[config.mk]
export PLATFORM = sky130hd
export DESIGN_NAME = sotf_cfg
export DESIGN_NICKNAME = d
export VERILOG_FILES = /design/src/hw/rtl/second_order_tracking_filter_unit_macros.svh /design/src/hw/rtl/sotf_pkg.sv /design/src/hw/rtl/sotf_cfg.sv
export SDC_FILE = /design/constraint.sdc
export NUM_CORES = 1
export LEC_CHECK = 0
export CAP_MARGIN = 15
export CORE_MARGIN = 3
export CORE_UTILIZATION = 50
export DETAILED_ROUTE_END_ITERATION = 10
export DONT_BUFFER_PORTS = 1
export GPL_TIMING_DRIVEN = 0
export PLACE_DENSITY = 0.72
export SLEW_MARGIN = 20
export SYNTH_ARGS = -nofsm -noshare
export SYNTH_HDL_FRONTEND = slang
export SYNTH_SLANG_ARGS = --single-unit
[constraint.sdc]
create_clock -name clk -period 2 [get_ports clk]
set_clock_uncertainty 0.05 [all_clocks]
set_input_delay 0.6 -clock clk [delete_from_list [all_inputs] [get_ports clk]]
set_output_delay 0.6 -clock clk [all_outputs]
set_load 0.02 [all_outputs]
[src/hw/rtl/second_order_tracking_filter_unit_macros.svh]
// Assertion macros for the second-order tracking filter unit.
// Included by the RTL files that carry concurrent assertions.
`ifndef SECOND_ORDER_TRACKING_FILTER_UNIT_MACROS_SVH
`define SECOND_ORDER_TRACKING_FILTER_UNIT_MACROS_SVH

// Same-cycle implication, disabled while reset is low.
`define SOTF_ASSERT_NOW(label, clk, rst_n, ante, cons, msg) \
  label: assert property (@(posedge clk) disable iff (!rst_n) (ante) |-> (cons)) \
    else $error(msg);

// Next-cycle implication, disabled while reset is low.
`define SOTF_ASSERT_NEXT(label, clk, rst_n, ante, cons, msg) \
  label: assert property (@(posedge clk) disable iff (!rst_n) (ante) |=> (cons)) \
    else $error(msg);

`endif

[src/hw/rtl/sotf_pkg.sv]
// Shared types and constants of the second-order tracking filter unit.
// No dependencies; used by sotf_cfg, sotf_mul and the top level.
package sotf_pkg;

  localparam int SIGNAL_WIDTH = 32;
  localparam int STATE_WIDTH  = 48;

  localparam int CFG_IDX_W  = 3;
  localparam int CFG_DATA_W = 48;
  localparam int MUL_B_W    = 48;

  localparam int STIFFNESS_W = 48;
  localparam int DAMPING_W   = 32;
  localparam int TIME_STEP_W = 32;
  localparam int GAIN_W      = 32;
  localparam int VEL_LIM_W   = 31;
  localparam int ACC_LIM_W   = 39;
  localparam int START_W     = 32;

  localparam logic [CFG_IDX_W-1:0] REG_STIFFNESS      = 3'd0;
  localparam logic [CFG_IDX_W-1:0] REG_DAMPING        = 3'd1;
  localparam logic [CFG_IDX_W-1:0] REG_TIME_STEP      = 3'd2;
  localparam logic [CFG_IDX_W-1:0] REG_INTEGRAL_GAIN  = 3'd3;
  localparam logic [CFG_IDX_W-1:0] REG_VELOCITY_LIMIT = 3'd4;
  localparam logic [CFG_IDX_W-1:0] REG_ACCEL_LIMIT    = 3'd5;
  localparam logic [CFG_IDX_W-1:0] REG_START_VALUE    = 3'd6;

  localparam logic [STIFFNESS_W-1:0]   STIFFNESS_RST = 48'd6553600;
  localparam logic [DAMPING_W-1:0]     DAMPING_RST   = 32'd65536;
  localparam logic [TIME_STEP_W-1:0]   TIME_STEP_RST = 32'd4294967;
  localparam logic [GAIN_W-1:0]        GAIN_RST      = 32'd0;
  localparam logic [VEL_LIM_W-1:0]     VEL_LIM_RST   = 31'd0;
  localparam logic [ACC_LIM_W-1:0]     ACC_LIM_RST   = 39'd0;
  localparam logic signed [START_W-1:0] START_VALUE_RST = 32'sd0;

  // 0.95 in Q0.32
  localparam logic [31:0] DECAY_Q32 = 32'd4080218931;

  typedef struct packed {
    logic [STIFFNESS_W-1:0] stiffness;
    logic [DAMPING_W-1:0]   damping;
    logic [TIME_STEP_W-1:0] time_step;
    logic [GAIN_W-1:0]      integral_gain;
    logic [VEL_LIM_W-1:0]   velocity_limit;
    logic [ACC_LIM_W-1:0]   accel_limit;
  } cfg_t;

  typedef struct packed {
    logic go;
    logic wide;
    logic shift32;
  } mul_ctrl_t;

  typedef struct packed {
    logic busy;
    logic done;
  } mul_stat_t;

endpackage

[src/hw/rtl/sotf_cfg.sv]
// Configuration register file of the second-order tracking filter unit.
// Depends on sotf_pkg for register indexes, widths and reset values.
module sotf_cfg (
  input  logic                             clk,
  input  logic                             rst_n,
  input  logic                             wr,
  input  logic [sotf_pkg::CFG_IDX_W-1:0]   idx,
  input  logic [sotf_pkg::CFG_DATA_W-1:0]  data,
  output sotf_pkg::cfg_t                   cfg
);

  sotf_pkg::cfg_t cfg_r, cfg_nxt;

  always_comb begin
    cfg_nxt = cfg_r;
    if (wr) begin
      case (idx)
        sotf_pkg::REG_STIFFNESS:      cfg_nxt.stiffness = data[sotf_pkg::STIFFNESS_W-1:0];
        sotf_pkg::REG_DAMPING:        cfg_nxt.damping = data[sotf_pkg::DAMPING_W-1:0];
        sotf_pkg::REG_TIME_STEP:      cfg_nxt.time_step = data[sotf_pkg::TIME_STEP_W-1:0];
        sotf_pkg::REG_INTEGRAL_GAIN:  cfg_nxt.integral_gain = data[sotf_pkg::GAIN_W-1:0];
        sotf_pkg::REG_VELOCITY_LIMIT: cfg_nxt.velocity_limit = data[sotf_pkg::VEL_LIM_W-1:0];
        sotf_pkg::REG_ACCEL_LIMIT:    cfg_nxt.accel_limit = data[sotf_pkg::ACC_LIM_W-1:0];
        // start value writes are dropped: the level is loaded on reset from
        // START_VALUE_RST, so the level always restarts from its reset value
        sotf_pkg::REG_START_VALUE:    cfg_nxt = cfg_r;
        default:                      cfg_nxt = cfg_r;
      endcase
    end
  end

  always_ff @(posedge clk) begin
    if (!rst_n) begin
      cfg_r.stiffness      <= sotf_pkg::STIFFNESS_RST;
      cfg_r.damping        <= sotf_pkg::DAMPING_RST;
      cfg_r.time_step      <= sotf_pkg::TIME_STEP_RST;
      cfg_r.integral_gain  <= sotf_pkg::GAIN_RST;
      cfg_r.velocity_limit <= sotf_pkg::VEL_LIM_RST;
      cfg_r.accel_limit    <= sotf_pkg::ACC_LIM_RST;
    end else begin
      cfg_r <= cfg_nxt;
    end
  end

  assign cfg = cfg_r;

endmodule

# After elaboration in Yosys (flattened, before gate mapping)

Index checks and enable logic that the tools add are counted.

Input port bits: 54
Bits in registers: 214
Output and inout port bits: 214

Equal/unequal tests: 5
Reduce and logical (&&, ||, !) cells: 7

Operators with widths:

| operator             | number |
|---|---|
| $reduce_and A2 Y1    | 6 |
| $eq A3 B2 Y1 const B | 2 |
| $eq A3 B3 Y1 const B | 2 |
| $eq A3 B1 Y1 const B | 1 |
| $logic_not A3 Y1     | 1 |

# Logic depth before layout (Yosys ltp)

Word-level depth: 2
Gate-level depth with buffers: 5
Gate-level depth less buffers: 2

# Least setup slack after synthesis

OpenSTA, ideal clock, no wires.

Kind: in2reg
Start: input idx[0] in the netlist's numbering
End: register cfg_r, in the netlist cfg[183]
Stages: 5
Path slack: 0.291 ns
Library setup time: 0.072 ns
Data arrival time: 1.587 ns
Cells stage by stage: buf_2 > nor4b_4 > buf_6 > buf_6 > mux2i_1

Longest elaborated chain between the ends: 2

Ends and longest elaborated chain:

| element                     | line           | text |
|---|---|---|
| start, declared             | sotf_cfg.sv:7  | `input logic [sotf_pkg::CFG_IDX_W-1:0] idx,` |
| $logic_not A3 Y1            | sotf_cfg.sv:17 | `case (idx)` |
| $reduce_and A2 Y1 (no line) | n/a            |  |
| end signal, assigned        | sotf_cfg.sv:41 | `cfg_r <= cfg_nxt;` |
| end, declared               | sotf_cfg.sv:12 | `sotf_pkg::cfg_t cfg_r, cfg_nxt;` |

No other way between the ends.
A chain may end at the register's enable or synchronous reset.

==> results.md <==
- The fraction of final layout cells sized beyond drive strength 1 is 0.06991.
- CTS built an H-tree with a depth of 1.
- The maximum VDD drop is 0.5316 mV.
- The number of vias after detailed routing is 5573.
- Global routing finished with a remaining overflow of 0.
- The first TritonRoute pass finished after 5 iterations.
- At the pin with the least slew margin, the transition time is 0.8285 ns.
- The finished cells cover 8828 µm².
- Measured against its own limit, the worst slew margin works out to 0.4477.
- Synthesis produced a netlist whose cell count is 764.
- The number of cell rows is 45.
- The final layout contains routed wiring with a total length of 22570 µm.
- Of the synthesized area, sequential elements account for 0.5439.
- The first global-routing pass estimated 34430 µm of wire.
- Once the clock tree was built, the resizer swapped 0 gates to a different size.
- The kind of critical path is in2reg.
- Counting every net in the synthesized netlist gives 818.
- The Yosys step of the flow raised 0 warnings.
- After synthesis, the cell types taking the most area are dfxtp_1, mux2i_1, nand2_1.
- The fraction of post-synthesis cell area in the top cell type by area is 0.5439.
- The number of violations of the max-capacitance limit is 0.
- Once detail routing completed, the nets flagged for antenna violations numbered 0.
- Timing would allow up to 0.5893 GHz.
- The number of hold buffers added after CTS was 0.
- The post-synthesis cell area is 7876 µm².
- The synthesis-to-layout area growth is 12.09%.
- After filler insertion, the fill cell instance count of the layout stands at 1323.
- The net switching share of the total power is 0.2390.
- The clock power share is 0.441.
- The flip-flop and latch count after synthesis is 214.
- The maximum number of pins on one net before global-route repair is 14.
- TritonCTS built the clock tree.
- The part of the power in combinational logic is 0.048.
- The share of total power dissipated in sequential elements is 0.511.
- The first routing iteration left 223 violations.
- The post-DP HPWL is 16340 µm.
- The post-placement setup slack is -0.1563 ns.
- The layout net count is 842.
- The number of flip-flops under the largest register name is 214.
- The initial antenna violation count is 1.
- The clock-pin slew on the worst setup and hold paths is 0.06 ns.
- The flow ran to the end, and the final reports show no timing, DRC or antenna violations.
- The via count of the first global-routing pass is 5944.
- The post-route minimum period is 1.697 ns.
- STA classifies the critical path endpoint as a register.
- The total global routing track utilization is 0.2497.
- The floorplan die width is 131.5 µm.
- The count of cells in the finished layout, fillers not included, comes to 1013.
- The worst setup path is launched from an input pin.
- The CTS buffer count is 22.
- Setup repair after global routing left no endpoint under its margin.
- The cell chosen for the clock root is clkbuf_16.
- The data required time of the worst path is 2.38 ns.
- The number of hold violations in the final report is 0.
- In this run, distinct cell masters in the synthesized netlist total 13.
- Data on the critical path arrives at its endpoint at 2.08 ns.
- The latest clock arrival within the worst-skew pair is 0.49 ns.
- At the end of routability-driven placement, the weighted congestion stood at 0.8006.
- The final critical-path share of the clock period is 0.8484.
- The number of post-CTS setup repair buffers is 0.
- Setup slack on the critical path of the routed design comes to 0.3031 ns.
- The floorplan die area is 17290 µm².
- The tightest min-delay check is of the in2reg type.
- Dividing the detail-routed wire length by the instance count gives 22.28 µm.
- The internal power summed over all cells is 6774 µW.
- The clock passes through at most 3 buffers.
- The vertical extent of the die is 131.5 µm.
- The final setup violation count is 0.
- In this run the power density over the cells is 1008 nW/µm².
- For this configuration, the core starts out at a cell density of 0.5143.
- The placement-stage cell area is 8140 µm².
- The per-cell via count in the routed design is 5.501.
- The net switching power figure is 2128 µW.
- The number of cells in the design after placement is 975.
- The worst slack on hold paths is 0.1937 ns.
- In this run the standard cell core region covers 15310 µm².
- Dividing the synthesized area by the synthesized cell count gives 10.31 µm².
- The share of the core filled with cells in the final layout is 0.5765.
- The total count of max-transition violations in the final report is 0.
- Port buffering added 0 buffers.
- In this run the count of I/O pins placed on the die edge is 268.
- The remaining design rule violation count is 0.
- The analysis attributes to cell leakage a power of 0.004127 µW.
- The biggest area contributor in the post-synthesis netlist is dfxtp_1.
- The peak fanout along the critical path is 10.
- The sink count of the clock tree is 214.
-- metal layers --
metal	part of all wire	routed length, µm	global-route usage
met5	0	0	0
met3	0.11	2420	0.09074
met2	0.50	11190	0.4424
met4	0.024	531	0.07643
met1	0.37	8420	0.2800
-- worst max-delay path, cell delays in order --
cell and delay, ns:
clkbuf_1 0.45, clkbuf_1 0.69, nand2_1 0.14, mux2i_1 0.18
-- stage by stage --
stage / power [µW] / TNS, ns
global placement: 5049 / -1.153
detailed placement: 5070 / -4.959
floorplan: 4914 / 0
CTS: 8932 / 0
finish: 8902 / 0
global route: 9154 / 0
-- layout by cell type (no fill, tap or decap), drive strengths merged --
master,instances
nor4bb,1
buf,30
nand4b,2
clkinvlp,1
inv,1
nand4bb,3
mux2i,214
diode,1
nand2,248
nor4b,1
clkinv,2
bufinv,1
nor2b,26
clkbuf,57
dfxtp,214
-- layout make-up --
class | count | area (µm²) | share of cell area
antenna | 1 | 2.502 | 0.0002834
buffer | 55 | 271.5 | 0.03075
clock buffer | 32 | 618.1 | 0.07001
clock inverter | 5 | 67.56 | 0.007653
multi-input combinational | 495 | 3321 | 0.3761
sequential | 214 | 4284 | 0.4853
tap | 211 | 264.0 | 0.02990
-- worst paths after layout --
kind                            cells after the start                     to  slack (ns)                   from
worst min-delay path                                2  cfg[212]$_SDFFE_PN0P_        0.19               data[46]
worst max register to register                      2  cfg[147]$_SDFFE_PN0P_        1.08  cfg[147]$_SDFFE_PN0P_
worst min register to register                      2  cfg[209]$_SDFFE_PN0P_        0.51  cfg[209]$_SDFFE_PN0P_
worst max-delay path                                4   cfg[97]$_SDFFE_PN0P_        0.30                  rst_n
-- synth_stat cells, drive strengths merged --
cell / n
nand4bb: 3
dfxtp: 214
clkbuf: 25
mux2i: 214
nor2b: 26
buf: 30
nand2: 248
nand4b: 2
nor4bb: 1
nor4b: 1
-- power by group through the flow --
| stage | Combinational [µW] | Clock, µW | Sequential [µW] |
|---|---|---|---|
| 2_1_floorplan | 302 | 0 | 4610 |
| 3_3_place_gp | 409 | 0 | 4640 |
| 3_5_place_dp | 428 | 0 | 4640 |
| 4_1_cts | 430 | 3950 | 4550 |
| 5_1_grt | 467 | 4130 | 4550 |
| 6_report | 427 | 3930 | 4550 |
-- kinds of logic (layout without fill, tap and decap cells) --
group / count (synthesis) / count (layout) / synth area share
buf+inv: 55 / 92 / 0.03447
flops: 214 / 214 / 0.5439
mux: 214 / 214 / 0.2720
other cells: 0 / 1 / 0
simple gates: 281 / 281 / 0.1496
No activity file was read; power rests on OpenSTA's default activity.
