===== src/hw/rtl/second_order_tracking_filter_unit_macros.svh =====
// Assertion macros for the second-order tracking filter unit.
// Included by the RTL files that carry concurrent assertions.
`ifndef SECOND_ORDER_TRACKING_FILTER_UNIT_MACROS_SVH
`define SECOND_ORDER_TRACKING_FILTER_UNIT_MACROS_SVH

// Same-cycle implication, disabled while reset is low.
`define SOTF_ASSERT_NOW(label, clk, rst_n, ante, cons, msg) \
  label: assert property (@(posedge clk) disable iff (!rst_n) (ante) |-> (cons)) \
    else $error(msg);

// Next-cycle implication, disabled while reset is low.
`define SOTF_ASSERT_NEXT(label, clk, rst_n, ante, cons, msg) \
  label: assert property (@(posedge clk) disable iff (!rst_n) (ante) |=> (cons)) \
    else $error(msg);

`endif


===== src/hw/rtl/sotf_pkg.sv =====
// Shared types and constants of the second-order tracking filter unit.
// No dependencies; used by sotf_cfg, sotf_mul and the top level.
package sotf_pkg;

  localparam int SIGNAL_WIDTH = 32;
  localparam int STATE_WIDTH  = 48;

  localparam int CFG_IDX_W  = 3;
  localparam int CFG_DATA_W = 48;
  localparam int MUL_B_W    = 48;

  localparam int STIFFNESS_W = 48;
  localparam int DAMPING_W   = 32;
  localparam int TIME_STEP_W = 32;
  localparam int GAIN_W      = 32;
  localparam int VEL_LIM_W   = 31;
  localparam int ACC_LIM_W   = 39;
  localparam int START_W     = 32;

  localparam logic [CFG_IDX_W-1:0] REG_STIFFNESS      = 3'd0;
  localparam logic [CFG_IDX_W-1:0] REG_DAMPING        = 3'd1;
  localparam logic [CFG_IDX_W-1:0] REG_TIME_STEP      = 3'd2;
  localparam logic [CFG_IDX_W-1:0] REG_INTEGRAL_GAIN  = 3'd3;
  localparam logic [CFG_IDX_W-1:0] REG_VELOCITY_LIMIT = 3'd4;
  localparam logic [CFG_IDX_W-1:0] REG_ACCEL_LIMIT    = 3'd5;
  localparam logic [CFG_IDX_W-1:0] REG_START_VALUE    = 3'd6;

  localparam logic [STIFFNESS_W-1:0]   STIFFNESS_RST = 48'd6553600;
  localparam logic [DAMPING_W-1:0]     DAMPING_RST   = 32'd65536;
  localparam logic [TIME_STEP_W-1:0]   TIME_STEP_RST = 32'd4294967;
  localparam logic [GAIN_W-1:0]        GAIN_RST      = 32'd0;
  localparam logic [VEL_LIM_W-1:0]     VEL_LIM_RST   = 31'd0;
  localparam logic [ACC_LIM_W-1:0]     ACC_LIM_RST   = 39'd0;
  localparam logic signed [START_W-1:0] START_VALUE_RST = 32'sd0;

  // 0.95 in Q0.32
  localparam logic [31:0] DECAY_Q32 = 32'd4080218931;

  typedef struct packed {
    logic [STIFFNESS_W-1:0] stiffness;
    logic [DAMPING_W-1:0]   damping;
    logic [TIME_STEP_W-1:0] time_step;
    logic [GAIN_W-1:0]      integral_gain;
    logic [VEL_LIM_W-1:0]   velocity_limit;
    logic [ACC_LIM_W-1:0]   accel_limit;
  } cfg_t;

  typedef struct packed {
    logic go;
    logic wide;
    logic shift32;
  } mul_ctrl_t;

  typedef struct packed {
    logic busy;
    logic done;
  } mul_stat_t;

endpackage


===== src/hw/rtl/sotf_mul.sv =====
// Shared iterative fixed-point multiplier: |a| * b in 32x32 partial products,
// then shift by 16 or 32, magnitude saturation and sign restore. Uses sotf_pkg.
module sotf_mul #(
  parameter int SW = sotf_pkg::STATE_WIDTH
) (
  input  logic                          clk,
  input  logic                          rst_n,
  input  sotf_pkg::mul_ctrl_t           ctrl,
  input  logic signed [SW-1:0]          a,
  input  logic [sotf_pkg::MUL_B_W-1:0]  b,
  output logic signed [SW-1:0]          res,
  output sotf_pkg::mul_stat_t           stat
);

  localparam int NA  = (SW + 31) / 32;
  localparam int MW  = NA * 32;
  localparam int AW  = MW + 64;
  localparam int IAW = (NA > 1) ? $clog2(NA) : 1;
  localparam logic [IAW-1:0] IA_LAST = IAW'(NA - 1);
  localparam logic signed [SW-1:0] ST_HI = {1'b0, {(SW-1){1'b1}}};
  localparam logic signed [SW-1:0] ST_LO = {1'b1, {(SW-1){1'b0}}};
  // magnitude clamp sits at 2^63-1 before the state clamp
  localparam logic signed [SW-1:0] NEG_SAT = (SW == 64) ? ST_LO + SW'(1) : ST_LO;

  typedef enum logic [1:0] {M_IDLE, M_RUN, M_FIN} mstate_t;

  mstate_t             state_r, state_nxt;
  logic                done_r, done_nxt;
  logic                neg_r, neg_nxt;
  logic                wide_r, wide_nxt;
  logic                sh32_r, sh32_nxt;
  logic [MW-1:0]       m_r, m_nxt;
  logic [63:0]         b_r, b_nxt;
  logic [AW-1:0]       acc_r, acc_nxt;
  logic [IAW-1:0]      ia_r, ia_nxt;
  logic                ib_r, ib_nxt;
  logic signed [SW-1:0] res_r, res_nxt;

  logic [SW-1:0]  a_abs;
  logic [31:0]    m_chunk;
  logic [31:0]    b_chunk;
  logic [63:0]    pp;
  logic [IAW:0]   off;
  logic [AW-1:0]  q;
  logic [SW-1:0]  mag;
  logic           over;

  assign a_abs   = a[SW-1] ? (~a + SW'(1)) : a;
  assign m_chunk = m_r[{ia_r, 5'b0} +: 32];
  assign b_chunk = b_r[{ib_r, 5'b0} +: 32];
  assign pp      = m_chunk * b_chunk;
  assign off     = {1'b0, ia_r} + {{IAW{1'b0}}, ib_r};
  assign q       = sh32_r ? (acc_r >> 32) : (acc_r >> 16);
  assign over    = |q[AW-1:SW-1];
  assign mag     = q[SW-1:0];

  always_comb begin
    state_nxt = state_r;
    done_nxt  = 1'b0;
    neg_nxt   = neg_r;
    wide_nxt  = wide_r;
    sh32_nxt  = sh32_r;
    m_nxt     = m_r;
    b_nxt     = b_r;
    acc_nxt   = acc_r;
    ia_nxt    = ia_r;
    ib_nxt    = ib_r;
    res_nxt   = res_r;
    case (state_r)
      M_IDLE: begin
        if (ctrl.go) begin
          neg_nxt   = a[SW-1];
          wide_nxt  = ctrl.wide;
          sh32_nxt  = ctrl.shift32;
          m_nxt     = MW'(a_abs);
          b_nxt     = 64'(b);
          acc_nxt   = '0;
          ia_nxt    = '0;
          ib_nxt    = 1'b0;
          state_nxt = M_RUN;
        end
      end
      M_RUN: begin
        acc_nxt = acc_r + (AW'(pp) << {off, 5'b0});
        if (ia_r == IA_LAST) begin
          ia_nxt = '0;
          if (ib_r || !wide_r) begin
            state_nxt = M_FIN;
          end else begin
            ib_nxt = 1'b1;
          end
        end else begin
          ia_nxt = ia_r + IAW'(1);
        end
      end
      M_FIN: begin
        if (!neg_r) begin
          res_nxt = over ? ST_HI : mag;
        end else begin
          res_nxt = over ? NEG_SAT : (~mag + SW'(1));
        end
        done_nxt  = 1'b1;
        state_nxt = M_IDLE;
      end
      default: state_nxt = M_IDLE;
    endcase
  end

  always_ff @(posedge clk) begin
    if (!rst_n) begin
      state_r <= M_IDLE;
      done_r  <= 1'b0;
    end else begin
      state_r <= state_nxt;
      done_r  <= done_nxt;
      neg_r   <= neg_nxt;
      wide_r  <= wide_nxt;
      sh32_r  <= sh32_nxt;
      m_r     <= m_nxt;
      b_r     <= b_nxt;
      acc_r   <= acc_nxt;
      ia_r    <= ia_nxt;
      ib_r    <= ib_nxt;
      res_r   <= res_nxt;
    end
  end

  assign res       = res_r;
  assign stat.busy = (state_r != M_IDLE);
  assign stat.done = done_r;

endmodule


===== config.mk =====
export PLATFORM = sky130hd
export DESIGN_NAME = sotf_mul
export DESIGN_NICKNAME = d
export VERILOG_FILES = /design/src/hw/rtl/second_order_tracking_filter_unit_macros.svh /design/src/hw/rtl/sotf_pkg.sv /design/src/hw/rtl/sotf_mul.sv
export SDC_FILE = /design/constraint.sdc
export NUM_CORES = 2
export LEC_CHECK = 0
export ABC_AREA = 1
export BUFFER_PORTS_ARGS = -buffer_cell sky130_fd_sc_hd__buf_2
export CAP_MARGIN = 20
export CELL_PAD_IN_SITES_DETAIL_PLACEMENT = 1
export CELL_PAD_IN_SITES_GLOBAL_PLACEMENT = 1
export CORE_MARGIN = 4
export CORE_UTILIZATION = 48
export DETAILED_ROUTE_END_ITERATION = 8
export PLACE_DENSITY = 0.83
export SLEW_MARGIN = 30
export SYNTH_ARGS = -nofsm -noshare
export SYNTH_HDL_FRONTEND = slang
export SYNTH_SLANG_ARGS = --single-unit

===== constraint.sdc =====
create_clock -name clk -period 10.32 [get_ports clk]
set_input_delay 1.032 -clock clk [delete_from_list [all_inputs] [get_ports clk]]
set_output_delay 1.032 -clock clk [all_outputs]
set_load 0.01 [all_outputs]

==> reports/qor.csv, run 1 <==
stage;metric;value;unit
placed_design;place_area;69400;um^2
yosys;synth_cell_type_count;51;
clock_network;hold_buffers;0;
global_routing;grt_pass1_wl;778000;um
yosys;synth.area.top_cells;fa_1 31%, edfxtp_1 14%, inv_1 9.7%, nor2_1 8.9%, nand2_1 8.7%;
yosys;ys.flop_type;edfxtp_1;
clock_network;clkSinkCount;280;
yosys;synth_top_area_share;31.2;%
clock_network;htree_levels;2;
clock_network;root_buffer;clkbuf_16;
status;status;stopped before the end;
yosys;synth_fp_nets;9093;
placed_design;place_hpwl;273000;um
global_routing;grt_max_degree;131;
placed_design;globalplace.congestion;1.08;
global_routing;grt_pass1_vias;93300;
yosys;synth.most_common_cell;inv_1;
yosys;synthCells;7702;
floorplanning;die_x;354;um
yosys;synth_area;57600;um^2
yosys;synth_top_area_cell;fa_1;
placed_design;place_ws;-1.72;ns
yosys;synth_edf_count;277;
yosys;async_flop_share;0;%
yosys;yosysWarningCount;0;
yosys;syn_area_per_cell;7.47;um^2
floorplanning;rows;126;
floorplanning;start_util;48.5;%
status;haltStage;global routing;
floorplanning;num_io_pins;151;
yosys;ys_seq_area_share;14.6;%
status;error;[ERROR GRT-0116] Global routing finished with congestion. Check the congestion regions in the DRC Viewer.;
clock_network;cts_buffers;41;
yosys;ys_ff_latch;280;
global_routing;grt_usage;85.4;%
floorplanning;die_h;354;um
global_routing;gr-total-overflow;892;
clock_network;clock_path_buffers;3;
placed_design;io_buffer_count;150;
yosys;ys_top_cells_by_count;1484 x inv_1, 1371 x nor2_1, 1332 x nand2_1, 897 x fa_1, 503 x a21oi_1;
-- metal layers --
metal	GRT usage (%)	GRT overflow
met1	84.7	74
met2	95.8	435
met3	76.6	75
met4	84.3	301
met5	62.1	7
-- through the flow --
step           TNS [ns]  cells
2_1_floorplan         0   7702
3_3_place_gp     -51.20  10500
4_1_cts           -1.51  10700
3_5_place_dp     -83.95  10500
-- cell families after synthesis --
kind of cell	count (synthesis)	share of synthesized area, %
buf+inv	1747	11.5
compound gates	1149	10.6
fa+ha+maj	1290	39.7
xor+xnor	127	1.93
flops	280	14.6
mux	2	0.0348
simple gates	3107	21.6
-- timing repair --
item / in CTS
setup buffers: 153
cloned: 3
resized for setup: 1084
setup endpoints to repair: 105
pin swaps: 206
==> inputs of run 2 (changes only) <==
--- a/config.mk
+++ b/config.mk
@@ -8,12 +8,10 @@
 export ABC_AREA = 1
 export BUFFER_PORTS_ARGS = -buffer_cell sky130_fd_sc_hd__buf_2
 export CAP_MARGIN = 20
-export CELL_PAD_IN_SITES_DETAIL_PLACEMENT = 1
-export CELL_PAD_IN_SITES_GLOBAL_PLACEMENT = 1
 export CORE_MARGIN = 4
-export CORE_UTILIZATION = 48
+export CORE_UTILIZATION = 33
 export DETAILED_ROUTE_END_ITERATION = 8
-export PLACE_DENSITY = 0.83
+export PLACE_DENSITY_LB_ADDON = 0.15
 export SLEW_MARGIN = 30
 export SYNTH_ARGS = -nofsm -noshare
 export SYNTH_HDL_FRONTEND = slang
==> reports/qor.csv, run 2 <==
stage;metric;value;unit;change
global_routing;grt_usage;29.3;%;
worst_setup_path;cp_slowest_cell;fa_1;;
placed_design;io_buffer_count;150;;unchanged
floorplanning;coreArea;174000;um^2;
worst_setup_path;setup.worst_path.class;flip-flop to flip-flop;;
placed_design;dp_cells;11400;;+8.6%
yosys;synth_edf_count;277;;unchanged
floorplanning;rows;153;;+21%
final_layout;largest_register_ff_count;128;;
worst_setup_path;crit_top_cell;buf_4;;
clock_network;clock_path_buffers;3;;unchanged
sta;min_period_over_period;97.8;%;
final_layout;mostFrequentLayoutCells;1440 x inv_1, 1412 x buf_4, 1228 x nand2_1, 1174 x nor2_1, 864 x fa_1;;
worst_setup_path;slowest_delay;0.57;ns;
yosys;syn_area_per_cell;7.47;um^2;unchanged
clock_network;hold_buffers;0;;unchanged
yosys;synth_fp_nets;9093;;unchanged
final_layout;finalNetCount;10600;;
yosys;synth.most_common_cell;inv_1;;
routing;via_count;58000;;
yosys;synthCells;7702;;unchanged
sta;worst-slew-pin-transition;1.05;ns;
worst_setup_path;critPathTopFamily;adder cells;;
global_routing;gr-total-overflow;0;;
worst_setup_path;path_buf_inv;19;;
floorplanning;num_io_pins;151;;unchanged
clock_network;htree_levels;2;;unchanged
final_layout;fin_area;78500;um^2;
final_layout;drive_gt1_share;28.6;%;
worst_setup_path;rr_startpoint;ib_r;;
final_layout;final_common_cell;inv_1;;
floorplanning;die_h;426;um;+20%
worst_setup_path;critPathMaxFanout;10;;
clock_network;cts_buffers;42;;+2.4%
clock_network;root_buffer;clkbuf_16;;
yosys;synth_area;57600;um^2;unchanged
floorplanning;start_util;33.1;%;-15 points
global_routing;grt_pass1_wl;391000;um;
clock_network;insertion_delay;0.68;ns;
placed_design;place_hpwl;234000;um;-15%
yosys;ys_top_cells_by_count;1484 x inv_1, 1371 x nor2_1, 1332 x nand2_1, 897 x fa_1, 503 x a21oi_1;;
yosys;synth.area.top_cells;fa_1 31%, edfxtp_1 14%, inv_1 9.7%, nor2_1 8.9%, nand2_1 8.7%;;
clock_network;clk_pin_slew;0.06;ns;
sta;hold_violations;0;;
yosys;ys_ff_latch;280;;unchanged
worst_setup_path;end_kind;flip-flop;;
floorplanning;die_x;426;um;+20%
routing;via_per_inst;5.02;;
yosys;async_flop_share;0;%;unchanged
global_routing;grt_pass1_vias;60100;;
final_layout;fin_cells;11600;;
routing;ant_nets;0;;
worst_hold_path;hold_start;state_r[0];;
final_layout;regMostFlops;acc_r;;
placed_design;place_area;72100;um^2;+3.8%
worst_setup_path;start_kind;flip-flop;;
sta;slew_viol_final;0;;
worst_setup_path;critPathRequiredTime;10.75;ns;
yosys;synth_top_area_share;31.2;%;unchanged
global_routing;grt_max_degree;131;;
floorplanning;die_area;181000;um^2;
sta;max_slew_margin;30.1;%;
yosys;synth_cell_type_count;51;;unchanged
routing;drc;0;;
sta;fin_crit;10.10;ns;
global_routing;antenna_found_initial;2;;
clock_network;cts_tree;yes;;
sta;max_freq;0.0990;GHz;
sta;rsz0062_at_grt;true;;
final_layout;area_growth;36.5;%;
routing;routedWlPerCell;23.4;um;
status;status;finished clean;;
worst_setup_path;arrival;10.53;ns;
routing;drtPass1Iterations;8;;
worst_setup_path;setup.worst_path.start;ib_r;;
final_layout;fillers;17800;;
yosys;yosysWarningCount;0;;unchanged
sta;fin_tns_setup;0;ns;
yosys;ys_seq_area_share;14.6;%;unchanged
sta;finalSetupViolCount;0;;
routing;wirelength;270000;um;
yosys;ys.flop_type;edfxtp_1;;
routing;drtIter0Drc;4193;;
run;maxCapViolCount;0;;
clock_network;clkSinkCount;280;;unchanged
yosys;synth_top_area_cell;fa_1;;
sta;fin_skew;0.0506;ns;
placed_design;globalplace.congestion;1.01;;-6.6%
worst_hold_path;min_path_type;flip-flop to flip-flop;;
-- run 2: cell counts after synthesis --
Identical to the previous run, type by type.
-- run 2: repair_timing --
item,in CTS,in global routing
gates cloned,0,7
resized for setup,220,915
endpoints found under the setup margin,90,101
buffers inserted,19,92
pin swaps,31,152
-- run 2: cell families (layout without fill, tap and decap cells) --
kind of cell,count (synthesis),in the layout,share of synthesized area (%)
and+or+nand+nor,3107,3107,21.6
buffers and inverters,1747,3284,11.5
muxes,2,2,0.0348
xor gates and xnor gates,127,127,1.93
other,0,3,0
adders and majority gates,1290,1290,39.7
AOI/OAI and AO/OA,1149,1149,10.6
DFF,280,280,14.6
-- run 2: final cells by class --
| cell class | instances | area, um^2 | share of cell area, % |
|---|---|---|---|
| clock buffers | 49 | 1100 | 1.40 |
| well taps | 2325 | 2910 | 3.70 |
| inverters | 1521 | 5770 | 7.34 |
| flip-flops and latches | 280 | 8380 | 10.7 |
| multi-input cells | 5675 | 46600 | 59.3 |
| clock inverters | 28 | 251 | 0.320 |
| repair buffers | 1686 | 13500 | 17.2 |
| diodes | 3 | 7.51 | 0.00956 |
-- run 2: through the flow --
stage / utilization, % / hold slack (ns) / worst slack [ns]
global route: 45.2 / 0.538 / -0.246
global placement: 41.5 / 0.493 / -0.976
detailed placement: 41.5 / 0.502 / -0.914
CTS: 42.7 / 0.518 / -0.0467
floorplan: - / 0.437 / 0.899
finish: 45.2 / 0.509 / 0.223
-- run 2: worst paths after layout --
| check | endpoint | slack (ns) | depth (start not counted) |
|---|---|---|---|
| worst max-delay path | acc_r[127] | 0.22 | 51 |
| worst min-delay path | done_r | 0.51 | 1 |
| worst max register to register | acc_r[127] | 0.22 | 51 |
| worst min register to register | done_r | 0.51 | 1 |
-- run 2: per-layer routing --
layer	wire length, um	global-route usage (%)	vias up
li1	-	-	26900
met1	111000	37.2	28800
met2	129000	50.0	1879
met3	13900	3.41	487
met4	16100	13.2	2
met5	11	0	-
-- run 2: worst reg2reg max path: cells and delay by family (launching register included) --
family                   cells  cell delay, ns
AND/OR/NAND/NOR             19            2.00
XOR/XNOR                     1            0.17
AO/OA/AOI/OAI                2            0.26
flip-flops                   1            0.41
adder cells (fa/ha/maj)     10            4.69
buffers and inverters       19            2.34
Power of run 2 is left out: the tool's default activity adds up to more than one toggle a clock period on the data nets, which glitch-free logic cannot reach.
